### config.mk
export PLATFORM = sky130hd
export DESIGN_NAME = pdrc_read_cell
export DESIGN_NICKNAME = d
export VERILOG_FILES = /design/src/rtl/core/pdrc_pkg.sv /design/src/rtl/core/pdrc_read_cell.sv
export SDC_FILE = /design/constraint.sdc
export NUM_CORES = 1
export LEC_CHECK = 0
export BUFFER_PORTS_ARGS = -buffer_cell sky130_fd_sc_hd__buf_2
export CORE_MARGIN = 8
export CORE_UTILIZATION = 24
export CTS_CLUSTER_DIAMETER = 200
export CTS_CLUSTER_SIZE = 14
export DETAILED_ROUTE_END_ITERATION = 10
export GPL_TIMING_DRIVEN = 0
export HOLD_SLACK_MARGIN = 0.06
export MAX_ROUTING_LAYER = met4
export PLACE_DENSITY = 0.38
export REMOVE_ABC_BUFFERS = 1
export SLEW_MARGIN = 25
export SYNTH_ARGS = -nofsm -noshare
export SYNTH_HDL_FRONTEND = slang
export SYNTH_SLANG_ARGS = --single-unit
### constraint.sdc
create_clock -name clk -period 0.8 [get_ports clk]
set_clock_uncertainty 0.1 [all_clocks]
set_input_delay 0.04 -clock clk [delete_from_list [all_inputs] [get_ports clk]]
set_output_delay 0.04 -clock clk [all_outputs]
set_load 0.05 [all_outputs]
### src/rtl/core/pdrc_pkg.sv
package pdrc_pkg;

	localparam int WORD_W  = 64;
	localparam int NIBBLE_W = 4;
	localparam int BASE_W  = 5;
	localparam int CFG_IDX_W = 1;

	// Register indexes of the configuration port.
	localparam logic [CFG_IDX_W-1:0] REG_INPUT_BASE  = 1'd0;
	localparam logic [CFG_IDX_W-1:0] REG_OUTPUT_BASE = 1'd1;

	localparam logic [BASE_W-1:0] BASE_MIN   = 5'd2;
	localparam logic [BASE_W-1:0] BASE_HEX   = 5'd16;
	localparam logic [BASE_W-1:0] IN_BASE_RESET  = 5'd10;
	localparam logic [BASE_W-1:0] OUT_BASE_RESET = 5'd16;

	// Clamp a base register value to the range 2..16.
	function automatic logic [BASE_W-1:0] clamp_base(input logic [BASE_W-1:0] b);
		logic [BASE_W-1:0] r;
		r = b;
		if (b < BASE_MIN) r = BASE_MIN;
		if (b > BASE_HEX) r = BASE_HEX;
		return r;
	endfunction

endpackage

### src/rtl/core/pdrc_read_cell.sv
// One Horner step: acc * base + digit, modulo 2^64, with the word and bases
// handed on to the next cell.
module pdrc_read_cell (
	input  logic                             clk,
	input  logic                             arst_n,
	input  logic                             valid_in,
	input  logic [pdrc_pkg::WORD_W-1:0]      acc_in,
	input  logic [pdrc_pkg::WORD_W-1:0]      word_in,
	input  logic [pdrc_pkg::BASE_W-1:0]      ibase_in,
	input  logic [pdrc_pkg::BASE_W-1:0]      obase_in,
	input  logic [pdrc_pkg::NIBBLE_W-1:0]    digit,
	output logic                             valid_out,
	output logic [pdrc_pkg::WORD_W-1:0]      acc_out,
	output logic [pdrc_pkg::WORD_W-1:0]      word_out,
	output logic [pdrc_pkg::BASE_W-1:0]      ibase_out,
	output logic [pdrc_pkg::BASE_W-1:0]      obase_out
);

	logic [pdrc_pkg::WORD_W-1:0] next_acc;

	// Narrow multiplier: 64 bits by a 5-bit base.
	assign next_acc = acc_in * {59'd0, ibase_in} + {60'd0, digit};

	always_ff @(posedge clk or negedge arst_n) begin
		if (!arst_n) begin
			valid_out <= 1'b0;
		end else begin
			valid_out <= valid_in;
		end
	end

	always_ff @(posedge clk) begin
		acc_out   <= next_acc;
		word_out  <= word_in;
		ibase_out <= ibase_in;
		obase_out <= obase_in;
	end

endmodule

Word level (Yosys, flattened, before mapping)
Index checks and enable logic that the tools add are counted.
{"block": "classes", "addsub": 1, "mul": 1, "div": 0, "n_lt_le_gt_ge": 0, "n_eq_ne": 0, "shifts": 0, "muxes": 0, "n_bitwise": 0, "n_reduce_logical": 0}
{"op": "adder 64 x 4 -> 64 bit", "n": 1}
{"op": "multiplier 64 x 5 -> 64 bit", "n": 1}
{"block": "totals", "reg_bits": 139, "latchBits": 0, "mem_bits_rw": 0, "rom_bits": 0, "input_bits": 145, "out_inout_bits": 139, "word_cells": 7, "mem_count": 0}

Depth between registers and ports, before layout
{"block": "logic_depth", "ltp_word": 2, "depth_mapped": 19}

Least setup slack after synthesis
No wires, ideal clock.
{"block": "synth_path", "kind": "input port to flip-flop", "startpoint": "input port ibase_in[0] (netlist bit)", "endpoint": "register acc_out[60] (netlist bit)", "setup_time_ns": 0.133, "arrival_ns": 4.243, "required_time_ns": 0.567, "path_slack_ns": -3.676, "path_stages": 19, "n_path_buf": 3, "path_cell_list": "clkbuf_1 clkbuf_1 and2_1 ha_1 fa_1 inv_1 fa_1 inv_1 ha_1 clkbuf_1 a21oi_1 o21a_1 or3b_2 or3_1 o21ai_2 a21oi_1 o21ai_2 o311ai_1 xor2_1"}
{"block": "synth_via", "elab_chain_cells": 2}
{"item": "start, declared", "line_no": "pdrc_read_cell.sv:9", "source": "input logic [pdrc_pkg::BASE_W-1:0] ibase_in,"}
{"item": "multiplier 64 x 5 -> 64 bit", "line_no": "pdrc_read_cell.sv:22", "source": "assign next_acc = acc_in * {59'd0, ibase_in} + {60'd0, digit};"}
{"item": "adder 64 x 4 -> 64 bit", "line_no": "pdrc_read_cell.sv:22"}
{"item": "net next_acc (one bit)", "line_no": "pdrc_read_cell.sv:19", "source": "logic [pdrc_pkg::WORD_W-1:0] next_acc;"}
{"item": "end signal, assigned", "line_no": "pdrc_read_cell.sv:33", "source": "acc_out <= next_acc;"}
{"item": "end, declared", "line_no": "pdrc_read_cell.sv:13", "source": "output logic [pdrc_pkg::WORD_W-1:0] acc_out,"}
The timed path passes the listed nets, and every way through them passes these cells.

Worst setup path in the final report
{"block": "layout_path", "startpoint": "input port ibase_in[4] (netlist bit)", "endpoint": "register acc_out[57] (netlist bit)"}
Same word-level chain as after synthesis.

==> run metrics <==
Worst Setup Path Type=input port to flop; unrepaired setup endpoints after global routing=true; Area contributors post-synth=fa_1 26%, dfxtp_1 20%, and2_1 13%, ha_1 11%, inv_1 7.7%; Netlist Area Pre-Place=0.01405 sq mm; headroom to the max-slew limit=53.47%; post-route insts no fill=2,776; TritonRoute pass-1 iters=5; count of final setup violators=202; Yosys Warn Count=0; routed wire length=51,790 microns; hold_buf cts=77; Tightest Pin Transition=690.7 ps; nets@finish=2,446; VDD IR-drop max=0.002731 V; Synth Area per Inst=9.026 sq um; clock sinks=139; Port Buffer Count=283; f_max=0.2365 GHz; number of vias per cell=4.364; vias in the first global route=13.29k; power per cell area=2897 mW/mm^2; antenna viol nets, final=0; largest net degree at the start of global routing=33; via count=12.11k; leakage=10.52 nW; status=complete, but fails checks; Req. time, crit path=1050 ps; WL/cell=18.65 microns; slack of the critical path=-3429 ps; Clock Tree Buf Depth=2; Critical Path End Type=flop; max_cap viols=0; gp weighted congestion=0.7679; Die ar.=0.06656 sq mm; sequential fraction of the synthesis area=19.84%; biggest area consumer among synthesized cells=fa_1; total CTS buffers=17; Synth Flop Type=dfxtp_1; FF+latch count, synth=139; Final Hold Fails=2; initial core utilization=24.31%; EDFF count, synth=0; post-synthesis cell type count=61; FILL cells=5,804; core area=0.05781 sq mm; dpl hpwl=33,730 microns; area growth from synthesis to layout=57.78%; top cell type's share of synthesized area=25.93%; CTS root buf=clkbuf_16; Synth Instances=1,557; Cells after DPL=2,546; share of layout cells above drive strength 1=39.18%; grt ovf=0; Final period util=528.6%; antenna violations before repair=8; Max Fanout on Critical Path=4; CTS tree=yes; failing checks=hold timing, setup timing; initial drt markers=460; Die X=258.0 microns; crit start category=input port; chip height=258.0 microns; cell row count=88; total power=64.24 mW; Worst-path clk slew=70 ps; Period minus WS final=4229 ps; # IOs=284; WHS=-305.7 ps; fin. max-slew vios=0; hold crit path type=input port to flop; GRT Util Overall=15.29%; Post-route DRC=0; H-tree depth=4; CP Data Arrival Time=4480 ps; Post-synth ARST share=0.7194%; first-pass GRT wire length=76,820 microns
[critical path, stage by stage]
cell      delay, ps
buf_16          120
and2_4          150
fa_2            590
fa_1            420
fa_1            590
ha_4            240
and3_4          170
and3_4          160
a221oi_4        330
a21oi_4         110
o311a_4         340
o31a_1          350
a21o_1          260
a31o_4          280
a211oi_4        310
[area by class of cell]
cell class,instances,area [sq um],area share (%)
multi-input combinational,1069,11510,51.89
antenna,5,12.51,0.05643
sequential,139,2977,13.42
tap,765,957.2,4.317
clock buffer,18,439.2,1.981
timing repair buffer,476,5065,22.84
inverter,290,1089,4.909
clock inverter,14,128.9,0.5812
[placed cells by master (no fill, tap or decap), drive strengths merged, types with 6 or more instances in the layout]
cell type and instances:
ha 126, o21ai 32, and2 290, and3 11
buf 387, nand3 15, fa 182, xor2 25
o21bai 10, clkbuf 25, dfxtp 138, dlygate4sd3 77
nor2 31, inv 298, nand4 15, a21oi 74
a211oi 6, nor3 9, a31oi 11, a21o 52
xnor2 40, nand2 75
[sequential cells by signal, indices dropped and copies added (netlist names)]
name and flops:
acc_out 64, ibase_out 5, obase_out 5, valid_out 1, word_out 64
[metrics by stage]
stage / utilization [%] / hold slack (ps) / TNS [ps] / worst slack, ps / area (sq um)
6_report: 38.36 / -305.7 / -210910 / -3429 / 22170
5_1_grt: 38.35 / -320.4 / -224140 / -3574 / 22170
4_1_cts: 34.60 / -348.8 / -224290 / -3498 / 20000
3_5_place_dp: 28.06 / -283.7 / -266790 / -5410 / 16220
3_3_place_gp: 28.03 / -284.1 / -295000 / -5828 / 16210
2_1_floorplan: - / -355.6 / -172720 / -3385 / 13830
[where the power goes]
group,switching [mW],internal [mW],leakage [nW]
Sequential,1.49,9.49,1.18
Combinational,25.3,20.0,9.06
Clock,3.78,4.17,0.281
Total,30.5,33.7,10.5
[layer usage]
| layer | wire, microns | up-vias | GRT usage (%) |
|---|---|---|---|
| met2 | 26680 | 199 | 25.62 |
| met4 | 894 | 0 | 4.109 |
| met5 | 0 | - | - |
| li1 | - | 5759 | - |
| met1 | 22580 | 6111 | 18.61 |
| met3 | 1635 | 45 | 3.140 |
[kinds of logic (layout without fill, tap and decap cells)]
| kind of cell | after synthesis | count (layout) | share of synthesized area (%) |
|---|---|---|---|
| flip-flops | 139 | 139 | 19.84 |
| adder cells (fa/ha/maj) | 308 | 308 | 37.14 |
| buffers and inverters | 349 | 798 | 9.322 |
| XOR/XNOR | 65 | 65 | 4.051 |
| AND/OR/NAND/NOR | 470 | 470 | 19.05 |
| other | 0 | 5 | 0 |
| AO/OA/AOI/OAI | 226 | 226 | 10.59 |
[cells in the mapped netlist (all sizes together), types with 11 or more instances]
cell type	instances
clkbuf	59
a21o	52
nand4	15
dfxtp	138
and2	290
a21oi	74
xnor2	40
xor2	25
nor2	31
nand3	15
fa	182
o21ai	32
ha	126
a31oi	11
nand2	75
inv	290
and3	11
[repair_timing]
action | 4_1_cts | 5_1_grt
endpoints found under the setup margin | 202 | 202
endpoints found under the hold margin | 79 | 3
buffers inserted | 67 | 39
cloned | 11 | 7
pin swaps | 89 | 90
resized for setup | 358 | 687
[worst paths after layout]
check	from	endpoint	slack (ps)	depth (start not counted)
max	ibase_in[4]	acc_out[57]	-3430	15
min	digit[0]	acc_out[0]	-310	2
max in group asynchronous	arst_n	valid_out	210	3
min in group asynchronous	arst_n	valid_out	290	3
Note: power is estimated with default switching activity, not from simulation.
