<file path="src/rtl/core/pdrc_pkg.sv">
package pdrc_pkg;

	localparam int WORD_W  = 64;
	localparam int NIBBLE_W = 4;
	localparam int BASE_W  = 5;
	localparam int CFG_IDX_W = 1;

	// Register indexes of the configuration port.
	localparam logic [CFG_IDX_W-1:0] REG_INPUT_BASE  = 1'd0;
	localparam logic [CFG_IDX_W-1:0] REG_OUTPUT_BASE = 1'd1;

	localparam logic [BASE_W-1:0] BASE_MIN   = 5'd2;
	localparam logic [BASE_W-1:0] BASE_HEX   = 5'd16;
	localparam logic [BASE_W-1:0] IN_BASE_RESET  = 5'd10;
	localparam logic [BASE_W-1:0] OUT_BASE_RESET = 5'd16;

	// Clamp a base register value to the range 2..16.
	function automatic logic [BASE_W-1:0] clamp_base(input logic [BASE_W-1:0] b);
		logic [BASE_W-1:0] r;
		r = b;
		if (b < BASE_MIN) r = BASE_MIN;
		if (b > BASE_HEX) r = BASE_HEX;
		return r;
	endfunction

endpackage

</file>
<file path="src/rtl/core/pdrc_write_cell.sv">
// One doubling step of the binary to output base conversion. The running
// digits in the output base are doubled and one bit of the value, top bit
// first, is added in; the value and the base are handed on to the next cell.
module pdrc_write_cell #(
	parameter int DIGIT_COUNT = 16,
	parameter int BIT_IDX = 63
) (
	input  logic                             clk,
	input  logic                             arst_n,
	input  logic                             valid_in,
	input  logic [pdrc_pkg::WORD_W-1:0]      val_in,
	input  logic [pdrc_pkg::WORD_W-1:0]      res_in,
	input  logic [pdrc_pkg::BASE_W-1:0]      obase_in,
	output logic                             valid_out,
	output logic [pdrc_pkg::WORD_W-1:0]      val_out,
	output logic [pdrc_pkg::WORD_W-1:0]      res_out,
	output logic [pdrc_pkg::BASE_W-1:0]      obase_out
);

	logic [DIGIT_COUNT-1:0]      carry;
	logic [pdrc_pkg::WORD_W-1:0] res_next;

	assign carry[0] = val_in[BIT_IDX];

	// Each digit becomes 2*d + carry; at or above the base it wraps and
	// carries one into the next digit. The carry out of the top digit is
	// dropped, which keeps the digits modulo base^DIGIT_COUNT.
	for (genvar i = 0; i < DIGIT_COUNT; i++) begin : g_digit
		logic [pdrc_pkg::NIBBLE_W-1:0] d;
		logic [pdrc_pkg::BASE_W-1:0]   dbl;
		logic [pdrc_pkg::BASE_W-1:0]   dsub;
		logic                          ge0;
		logic                          ge1;
		logic                          cout;

		assign d    = res_in[i*pdrc_pkg::NIBBLE_W +: pdrc_pkg::NIBBLE_W];
		assign ge0  = ({d, 1'b0} >= obase_in);
		assign ge1  = ({d, 1'b1} >= obase_in);
		assign cout = carry[i] ? ge1 : ge0;
		assign dbl  = {d, carry[i]};
		assign dsub = dbl - obase_in;
		assign res_next[i*pdrc_pkg::NIBBLE_W +: pdrc_pkg::NIBBLE_W] =
			cout ? dsub[pdrc_pkg::NIBBLE_W-1:0] : dbl[pdrc_pkg::NIBBLE_W-1:0];
		if (i < DIGIT_COUNT - 1) begin : g_link
			assign carry[i+1] = cout;
		end
	end

	// Nibbles above the digit count stay zero.
	if (DIGIT_COUNT < 16) begin : g_upper
		assign res_next[pdrc_pkg::WORD_W-1:DIGIT_COUNT*pdrc_pkg::NIBBLE_W] = '0;
	end

	always_ff @(posedge clk or negedge arst_n) begin
		if (!arst_n) begin
			valid_out <= 1'b0;
		end else begin
			valid_out <= valid_in;
		end
	end

	always_ff @(posedge clk) begin
		val_out   <= val_in;
		res_out   <= res_next;
		obase_out <= obase_in;
	end

endmodule
</file>
<file path="config.mk">
export PLATFORM = sky130hd
export DESIGN_NAME = pdrc_write_cell
export DESIGN_NICKNAME = d
export VERILOG_FILES = /design/src/rtl/core/pdrc_pkg.sv /design/src/rtl/core/pdrc_write_cell.sv
export SDC_FILE = /design/constraint.sdc
export NUM_CORES = 1
export LEC_CHECK = 0
export ABC_CLOCK_PERIOD_IN_PS = 800
export BUFFER_PORTS_ARGS = -buffer_cell sky130_fd_sc_hd__buf_2
export CAP_MARGIN = 20
export CORE_MARGIN = 5
export CORE_UTILIZATION = 30
export CTS_CLUSTER_SIZE = 20
export DETAILED_ROUTE_END_ITERATION = 7
export PLACE_DENSITY = 0.64
export SYNTH_ARGS = -nofsm -noshare
export SYNTH_HDL_FRONTEND = slang
export SYNTH_SLANG_ARGS = --single-unit
export TNS_END_PERCENT = 50
</file>
<file path="constraint.sdc">
create_clock -name clk -period 0.8 [get_ports clk]
set_input_delay 0.12 -clock clk [delete_from_list [all_inputs] [get_ports clk]]
set_output_delay 0.12 -clock clk [all_outputs]
set_load 0.005 [all_outputs]
</file>
* Yosys cells after proc, flatten, opt, wreduce, memory -nomap -nowiden *
Cells that the tools add are included.

word-level totals
  input port bits = 136
  word-level logic and storage cells = 84
  output and inout port bits = 134
  bits in registers = 134

operators by class
  add/sub/neg operators = 16
  $lt $le $gt $ge = 32
  muxes and demuxes = 32

operators with widths
  operator                           count
  greater-or-equal comparator 5 bit  32
  2-to-1 mux 4 bit                   16
  subtractor 4 bit                   16
  2-to-1 mux 1 bit                   16

* Depth between registers and ports, before layout *
Gate-level depths: netlist of run 1.

  depth in word-level cells = 18
  gate-level depth with buffers = 21
  gate-level depth less buffers = 19

* Least setup slack after synthesis of run 1 *
OpenSTA, ideal clock, no wires.

  path type = input to register
  start point = input obase_in[2] (netlist bit)
  end point = register res_out[38] (netlist bit)
  path buffers = 2
  data required time = 726 ps
  setup slack = -3648 ps
  stages = 19
  arrival time = 4374 ps
  cells stage by stage = inv_1 -> ha_1 -> a21oi_1 -> a211o_1 -> o311a_1 -> buf_6 -> mux2i_4 -> mux2i_1 -> buf_6 -> mux2i_4 -> nand2_4 -> mux2i_4 -> mux2_4 -> mux2i_4 -> inv_1 -> ha_1 -> fa_1 -> xor2_1 -> o21ai_0

on the way
  cells in the longest elaborated chain, start to end = 12

RTL lines
  item                                                         RTL line                                      RTL
  start: declaration                                           pdrc_write_cell.sv:13                         input logic [pdrc_pkg::BASE_W-1:0] obase_in,
  greater-or-equal comparator 5 bit, on equally long branches  pdrc_write_cell.sv:37, pdrc_write_cell.sv:38
  2-to-1 mux 1 bit (9 in a row)                                pdrc_write_cell.sv:39                         assign cout = carry[i] ? ge1 : ge0;
  subtractor 4 bit / 2-to-1 mux 1 bit (equally long branches)  pdrc_write_cell.sv:41, pdrc_write_cell.sv:39
  2-to-1 mux 4 bit *                                           pdrc_write_cell.sv:43                         cout ? dsub[pdrc_pkg::NIBBLE_W-1:0] : dbl[pdrc_pkg::NIBBLE_W-1:0];
  named net res_next (one bit)                                 pdrc_write_cell.sv:21                         logic [pdrc_pkg::WORD_W-1:0] res_next;
  end signal: assignment                                       pdrc_write_cell.sv:64                         res_out <= res_next;
  end: declaration                                             pdrc_write_cell.sv:16                         output logic [pdrc_pkg::WORD_W-1:0] res_out,

The timed path passes the listed nets; every way through them passes the cells marked *.

* Final worst setup path of run 1 *
  start point = input obase_in[2] (netlist bit)
  end point = register res_out[62] (netlist bit)

on the way
  cells in the longest elaborated chain, start to end = 18

RTL lines
  item                                                         RTL line
  greater-or-equal comparator 5 bit, on equally long branches  pdrc_write_cell.sv:37, pdrc_write_cell.sv:38
  2-to-1 mux 1 bit (15 in a row)                               pdrc_write_cell.sv:39
  subtractor 4 bit / 2-to-1 mux 1 bit (equally long branches)  pdrc_write_cell.sv:41, pdrc_write_cell.sv:39
  2-to-1 mux 4 bit *                                           pdrc_write_cell.sv:43
  named net res_next (one bit)                                 pdrc_write_cell.sv:21

Marks and branches as above.

==> results.cfg, run 1 <==
[outcome]
status = finished, violations left
violations = setup timing

[layout]
nFillCells = 2045
drive_gt1_share_pct = 53.64
area_growth_pct = 83.92
fin_cells = 1637
multi_input_area_um2 = 4863
regArea_um2 = 2748
final_nets = 1553
n_antenna_cell = 0

[worst_setup_path]
end_kind = register
crit_type = in2reg
cp_slowest_cell = fa_2
cpPeakStageDelay_ns = 0.33
start_kind = input pin
crit_arrival_ns = 3.89
crit_buf_inv = 4
path_max_fanout = 4
crit_path_cell_trace = buf_8, clkinvlp_4, buf_4, ha_1, a21o_1, a21oi_2, o21ai_2, mux2i_4, mux2i_4, buf_12, mux2_4, o211a_4, o21ai_4, a21boi_2, o21ai_4, nand2_4, ha_4, fa_2, xor2_1, o311ai_1
critical_path.top_delay_family = compound AO/OA/AOI/OAI gates
required_ns = 1.12

[power_and_ir_drop]
cellPowerDensity_nw_per_um2 = 2266
ir_drop_uv = 1357
p_sw_mw = 9.753
p_clk_share_pct = 27.0
netSwitchingFraction_pct = 32.86
p_int_mw = 19.92
seqPwrFrac_pct = 29.0
combPwrFrac_pct = 44.0
leakage_nw = 6.335

[place]
gp_congestion = 0.8436
io_buffer_count = 269
dp_hpwl_um = 18960
place_inst = 1469
pre_cts_slack_ns = -3.482

[die]
die_area_um2 = 26910
boundaryPins = 270
core_um2 = 23400
initial_core_util_pct = 30.42
die_w_um = 164.1
die_h_um = 164.1
rows = 56

[timing]
worstMarginPinSlew_ns = 0.4702
slew_headroom_pct = 68.32
hold_viol = 0
final_max_slew_viol_count = 0
period_share_pct = 446.8
rsz0062_at_grt = yes
min_period_ns = 3.574
fmax_mhz = 279.8
worst_slack_ns = -2.774
setup_violations = 198

[worst_hold_path]
min_to = res_out[43]
min_from = res_in[42]
min_path_type = in2reg
min_path_cells = 3

[synthesis]
synth_nets = 965
syn-cell-area_um2 = 7119
yosysUniqueCellTypes = 57
synth_edf_count = 0
ys_seq_area_share_pct = 37.75
ys_ff_latch = 134
syn_inst = 717
async_reset_ff_share_pct = 0.7463
yosys_warnings = 0
synth_flop_cell = dfxtp_1
avgSynthCellArea_um2 = 9.929

[drt]
wirelength_um = 27090
drc = 0
ant_nets = 0
drt-initial-drc-count = 222
vias_per_cell = 4.568
vias = 7477
wl_per_cell_um = 16.55
dr.pass1.iters = 5

[clocking]
cts_tree = yes
htreeDepth = 4
root_buffer = clkbuf_16
path_clk_slew_ns = 0.06
cts_num_sinks = 134
cts_buffers = 17
clk_path_buf_depth = 2

[job]
maxCapViolations = 0

[global_routing]
grt_overflow = 0
grt_use_total_pct = 19.18
grt_max_degree = 19
antenna_found_initial = 3
grt_pass1_wl_um = 40270
grt_pass1_vias = 7823
## worst min-delay path, delay by kind of cell
kind,cells,cell delay [ns]
AO/OA/AOI/OAI,1,0.11
buffers and inverters,1,0.09
AND/OR/NAND/NOR,1,0.04
## registers in the layout, indices dropped and copies added (netlist names)
name       count
res_out       64
val_out       64
obase_out      5
valid_out      1
## cell families (layout without fill, tap and decap cells)
group                    after synthesis  in the layout  share of synthesized area (%)
flip-flops                           134            134                          37.75
adder cells (fa/ha/maj)              112            112                          21.37
buffers and inverters                 56            657                          3.199
AND/OR/NAND/NOR                      132            132                          8.998
XOR/XNOR                              32             32                          3.937
multiplexers                          30             30                          5.589
AO/OA/AOI/OAI                        221            221                          19.16
## cells in the final DEF, fill, tap and decap left out, types with 8 or more instances in the layout
cell / Yosys / final
ha_1: 96 / 78
dfxtp_1: 133 / 85
mux2i_1: 11 / 10
mux2_4: 4 / 9
xor2_1: 23 / 22
ha_4: 0 / 16
dlygate4sd3_1: 0 / 98
nor2b_1: 13 / 12
a21oi_2: 0 / 18
fa_2: 0 / 15
nand2_1: 65 / 61
buf_4: 0 / 179
o21a_1: 12 / 12
o21ai_1: 2 / 26
inv_1: 49 / 33
nand2b_1: 15 / 13
nor2_1: 11 / 9
o21ai_2: 2 / 10
o21ai_0: 62 / 26
xnor2_1: 9 / 8
buf_2: 2 / 232
a21o_1: 27 / 27
clkbuf_16: 0 / 17
inv_2: 0 / 12
dfxtp_2: 0 / 48
buf_6: 2 / 60
a21oi_1: 71 / 52
## layer usage
layer / routed length (um) / GRT usage (%) / vias to the layer above
met2: 13710 / 34.76 / 223
met3: 1698 / 5.370 / 44
met1: 10980 / 21.82 / 3503
li1: - / - / 3701
met4: 664 / 5.909 / 6
met5: 39 / 0 / -
## area by class of cell
type / instances / share of cell area [%]
Clock buffer: 17 / 3.249
Clock inverter: 15 / 1.300
Inverter: 49 / 1.577
Multi-Input combinational cell: 527 / 37.14
Sequential cell: 134 / 20.98
Tap cell: 319 / 3.048
Timing Repair Buffer: 576 / 32.70
## synthesized netlist by cell type (all sizes together) (15+ instances only)
cell,n,share of area (%)
a21oi,71,5.0
inv,49,2.6
ha,96,17
nand2b,15,1.3
dfxtp,133,37
fa,16,4.5
nand2,66,3.6
o21ai,66,4.7
xor2,23,2.8
a21o,30,3.2
mux2i,17,3.3
## per-stage QoR
step                      power (mW)  hold slack [ns]  cell area [um2]  utilization [%]  TNS (ns)
after floorplan                13.78          -0.1756             7391                -   -163.22
after global placement         18.31          -0.1037            10390            44.38   -167.49
after detailed placement       18.46          -0.1042            10390            44.38   -170.91
after CTS                      28.73          -0.2065            12620            53.91   -152.99
after global routing           31.42         0.002802            13090            55.95   -170.09
final                          29.68         0.003417            13090            55.95   -157.53
## how the worst max path moves through the flow
stage	from	end	cells after the start
after floorplan	obase_in[2]	res_out[37]	18
after global placement	obase_in[2]	res_out[62]	19
after detailed placement	obase_in[2]	res_out[62]	20
after CTS	obase_in[2]	res_out[62]	19
after global routing	obase_in[2]	res_out[62]	19
final	obase_in[2]	res_out[62]	20
## what timing repair did
item | CTS | global route
buffers inserted | 25 | 21
resized for setup | 149 | 105
pin swaps | 50 | 37
endpoints found under the setup margin | 198 | 198
hold buffers | 97 | 1
hold endpoints to repair | 97 | 1
## power groups by stage
stage / registers [mW] / clock network (mW) / logic (mW)
floorplan: 8.74 / 0 / 5.04
global placement: 8.53 / 0 / 9.78
detailed placement: 8.55 / 0 / 9.91
CTS: 8.49 / 8.24 / 12.0
global route: 8.73 / 8.48 / 14.2
finish: 8.59 / 8.02 / 13.1
Power figures use the tool's default switching activity.
==> run 2, diff against run 1 <==
==> constraint.sdc (replaced) <==
create_clock -name clk -period 0.8 [get_ports clk]
set_input_delay 0.12 -clock clk [delete_from_list [all_inputs] [get_ports clk]]
set_output_delay 0.12 -clock clk [all_outputs]
set_load 0.05 [all_outputs]
==> results.cfg, run 2 (synthesis results as in run 1) <==
[outcome]
status = finished, violations left
violations = setup timing

[layout]
multi_input_area_um2 = 4767
layout_common_cells = 174 x buf_4, 134 x buf_2, 130 x dfxtp_2
nFillCells = 1846
area_growth_pct = 95.89
final_nets = 1541
fin_cells = 1625
n_antenna_cell = 0
drive_gt1_share_pct = 58.19
regArea_um2 = 2854
finalCoreUtilization_pct = 59.59
final_common_cell = buf_4
biggestRegsByFlops = res_out (64), val_out (64), obase_out (5)

[drt]
drt-initial-drc-count = 277
wl_per_cell_um = 17.97
ant_nets = 0
wirelength_um = 29200
dr.pass1.iters = 5
drc = 0
vias = 7532
vias_per_cell = 4.635

[worst_setup_path]
required_ns = 1.14
end_kind = register
start_kind = input pin
cp_slowest_cell = mux2i_4
crit_arrival_ns = 4.00
crit_path_cell_trace = buf_8, clkinvlp_4, buf_4, ha_1, a21o_1, a21oi_2, o21ai_2, mux2i_4, mux2i_4, buf_6, mux2_4, o211ai_4, buf_6, and3_4, nor2_4, buf_4, buf_6, buf_6, ha_4, fa_2, xor2_1, o21ai_1
crit_path_frequent_cell = buf_6
cpPeakStageDelay_ns = 0.35
path_max_fanout = 4
crit_buf_inv = 8
critical_path.top_delay_family = buffers and inverters
crit_type = in2reg

[place]
dp_hpwl_um = 18830
place_inst = 1467
io_buffer_count = 269
pre_cts_slack_ns = -3.484
gp_congestion = 0.8245

[timing]
rsz0062_at_grt = yes
period_share_pct = 457.2
setup_violations = 198
worstMarginPinSlew_ns = 0.3944
min_period_ns = 3.657
worst_slack_ns = -2.857
fmax_mhz = 273.4
slew_headroom_pct = 73.71
final_max_slew_viol_count = 0
hold_viol = 0
tns_ns = -166.60

[clocking]
path_clk_slew_ns = 0.07
clk_path_buf_depth = 2
cts_tree = yes
cts_num_sinks = 134
cts_buffers = 17
htreeDepth = 4
root_buffer = clkbuf_16

[power_and_ir_drop]
leakage_nw = 6.587
cellPowerDensity_nw_per_um2 = 2661
power_mw = 37.11
ir_drop_uv = 1997

[die]
boundaryPins = 270
die_area_um2 = 26910
die_w_um = 164.1
initial_core_util_pct = 30.42
rows = 56
core_um2 = 23400
die_h_um = 164.1

[worst_hold_path]
min_path_type = in2reg

[job]
maxCapViolations = 0

[global_routing]
grt_overflow = 0
grt_pass1_wl_um = 40000
antenna_found_initial = 2
grt_max_degree = 17
grt_use_total_pct = 19.31
grt_pass1_vias = 7584
run 2: worst paths after layout:
path / start / to / slack (ns) / cells after the start
setup / recovery: obase_in[2] / res_out[50] / -2.86 / 22
hold / removal: val_in[63] / res_out[0] / 0.01 / 3
max in group asynchronous: arst_n / valid_out / 0.19 / 3
min in group asynchronous: arst_n / valid_out / 0.51 / 3
run 2: per-stage QoR:
step | hold slack (ns) | instance area (um2)
floorplan | -0.1756 | 7391
global placement | -0.1037 | 10390
detailed placement | -0.1040 | 10390
CTS | -0.2129 | 12880
global route | 0.01315 | 13950
finish | 0.01447 | 13950
run 2: power breakdown:
| part | leakage (nW) | total (mW) | internal, mW | switching [mW] |
|---|---|---|---|---|
| Sequential | 1.14 | 9.26 | 8.37 | 0.889 |
| Clock | 0.305 | 8.65 | 4.81 | 3.85 |
| Combinational | 5.15 | 19.2 | 8.88 | 10.3 |
run 2: layout make-up:
type	instances	area share, %
multi-input cells	527	34.18
repair buffers	564	36.61
clock buffers	17	3.050
well taps	319	2.862
inverters	49	1.409
clock inverters	15	1.418
flip-flops and latches	134	20.46
run 2: layer usage:
metal	vias up	global-route usage, %	routed length (um)
met5	-	0	24
met4	4	7.739	1020
met3	62	4.517	1753
met2	252	33.97	14730
met1	3532	22.64	11670
li1	3682	-	-
run 2: repair_timing:
action / in CTS / in global routing
endpoints found under the hold margin: 99 / 1
hold buffers: 99 / 1
endpoints found under the setup margin: 198 / 198
gates resized for setup: 261 / 431
pin swaps: 29 / 49
buffers inserted: 18 / 17
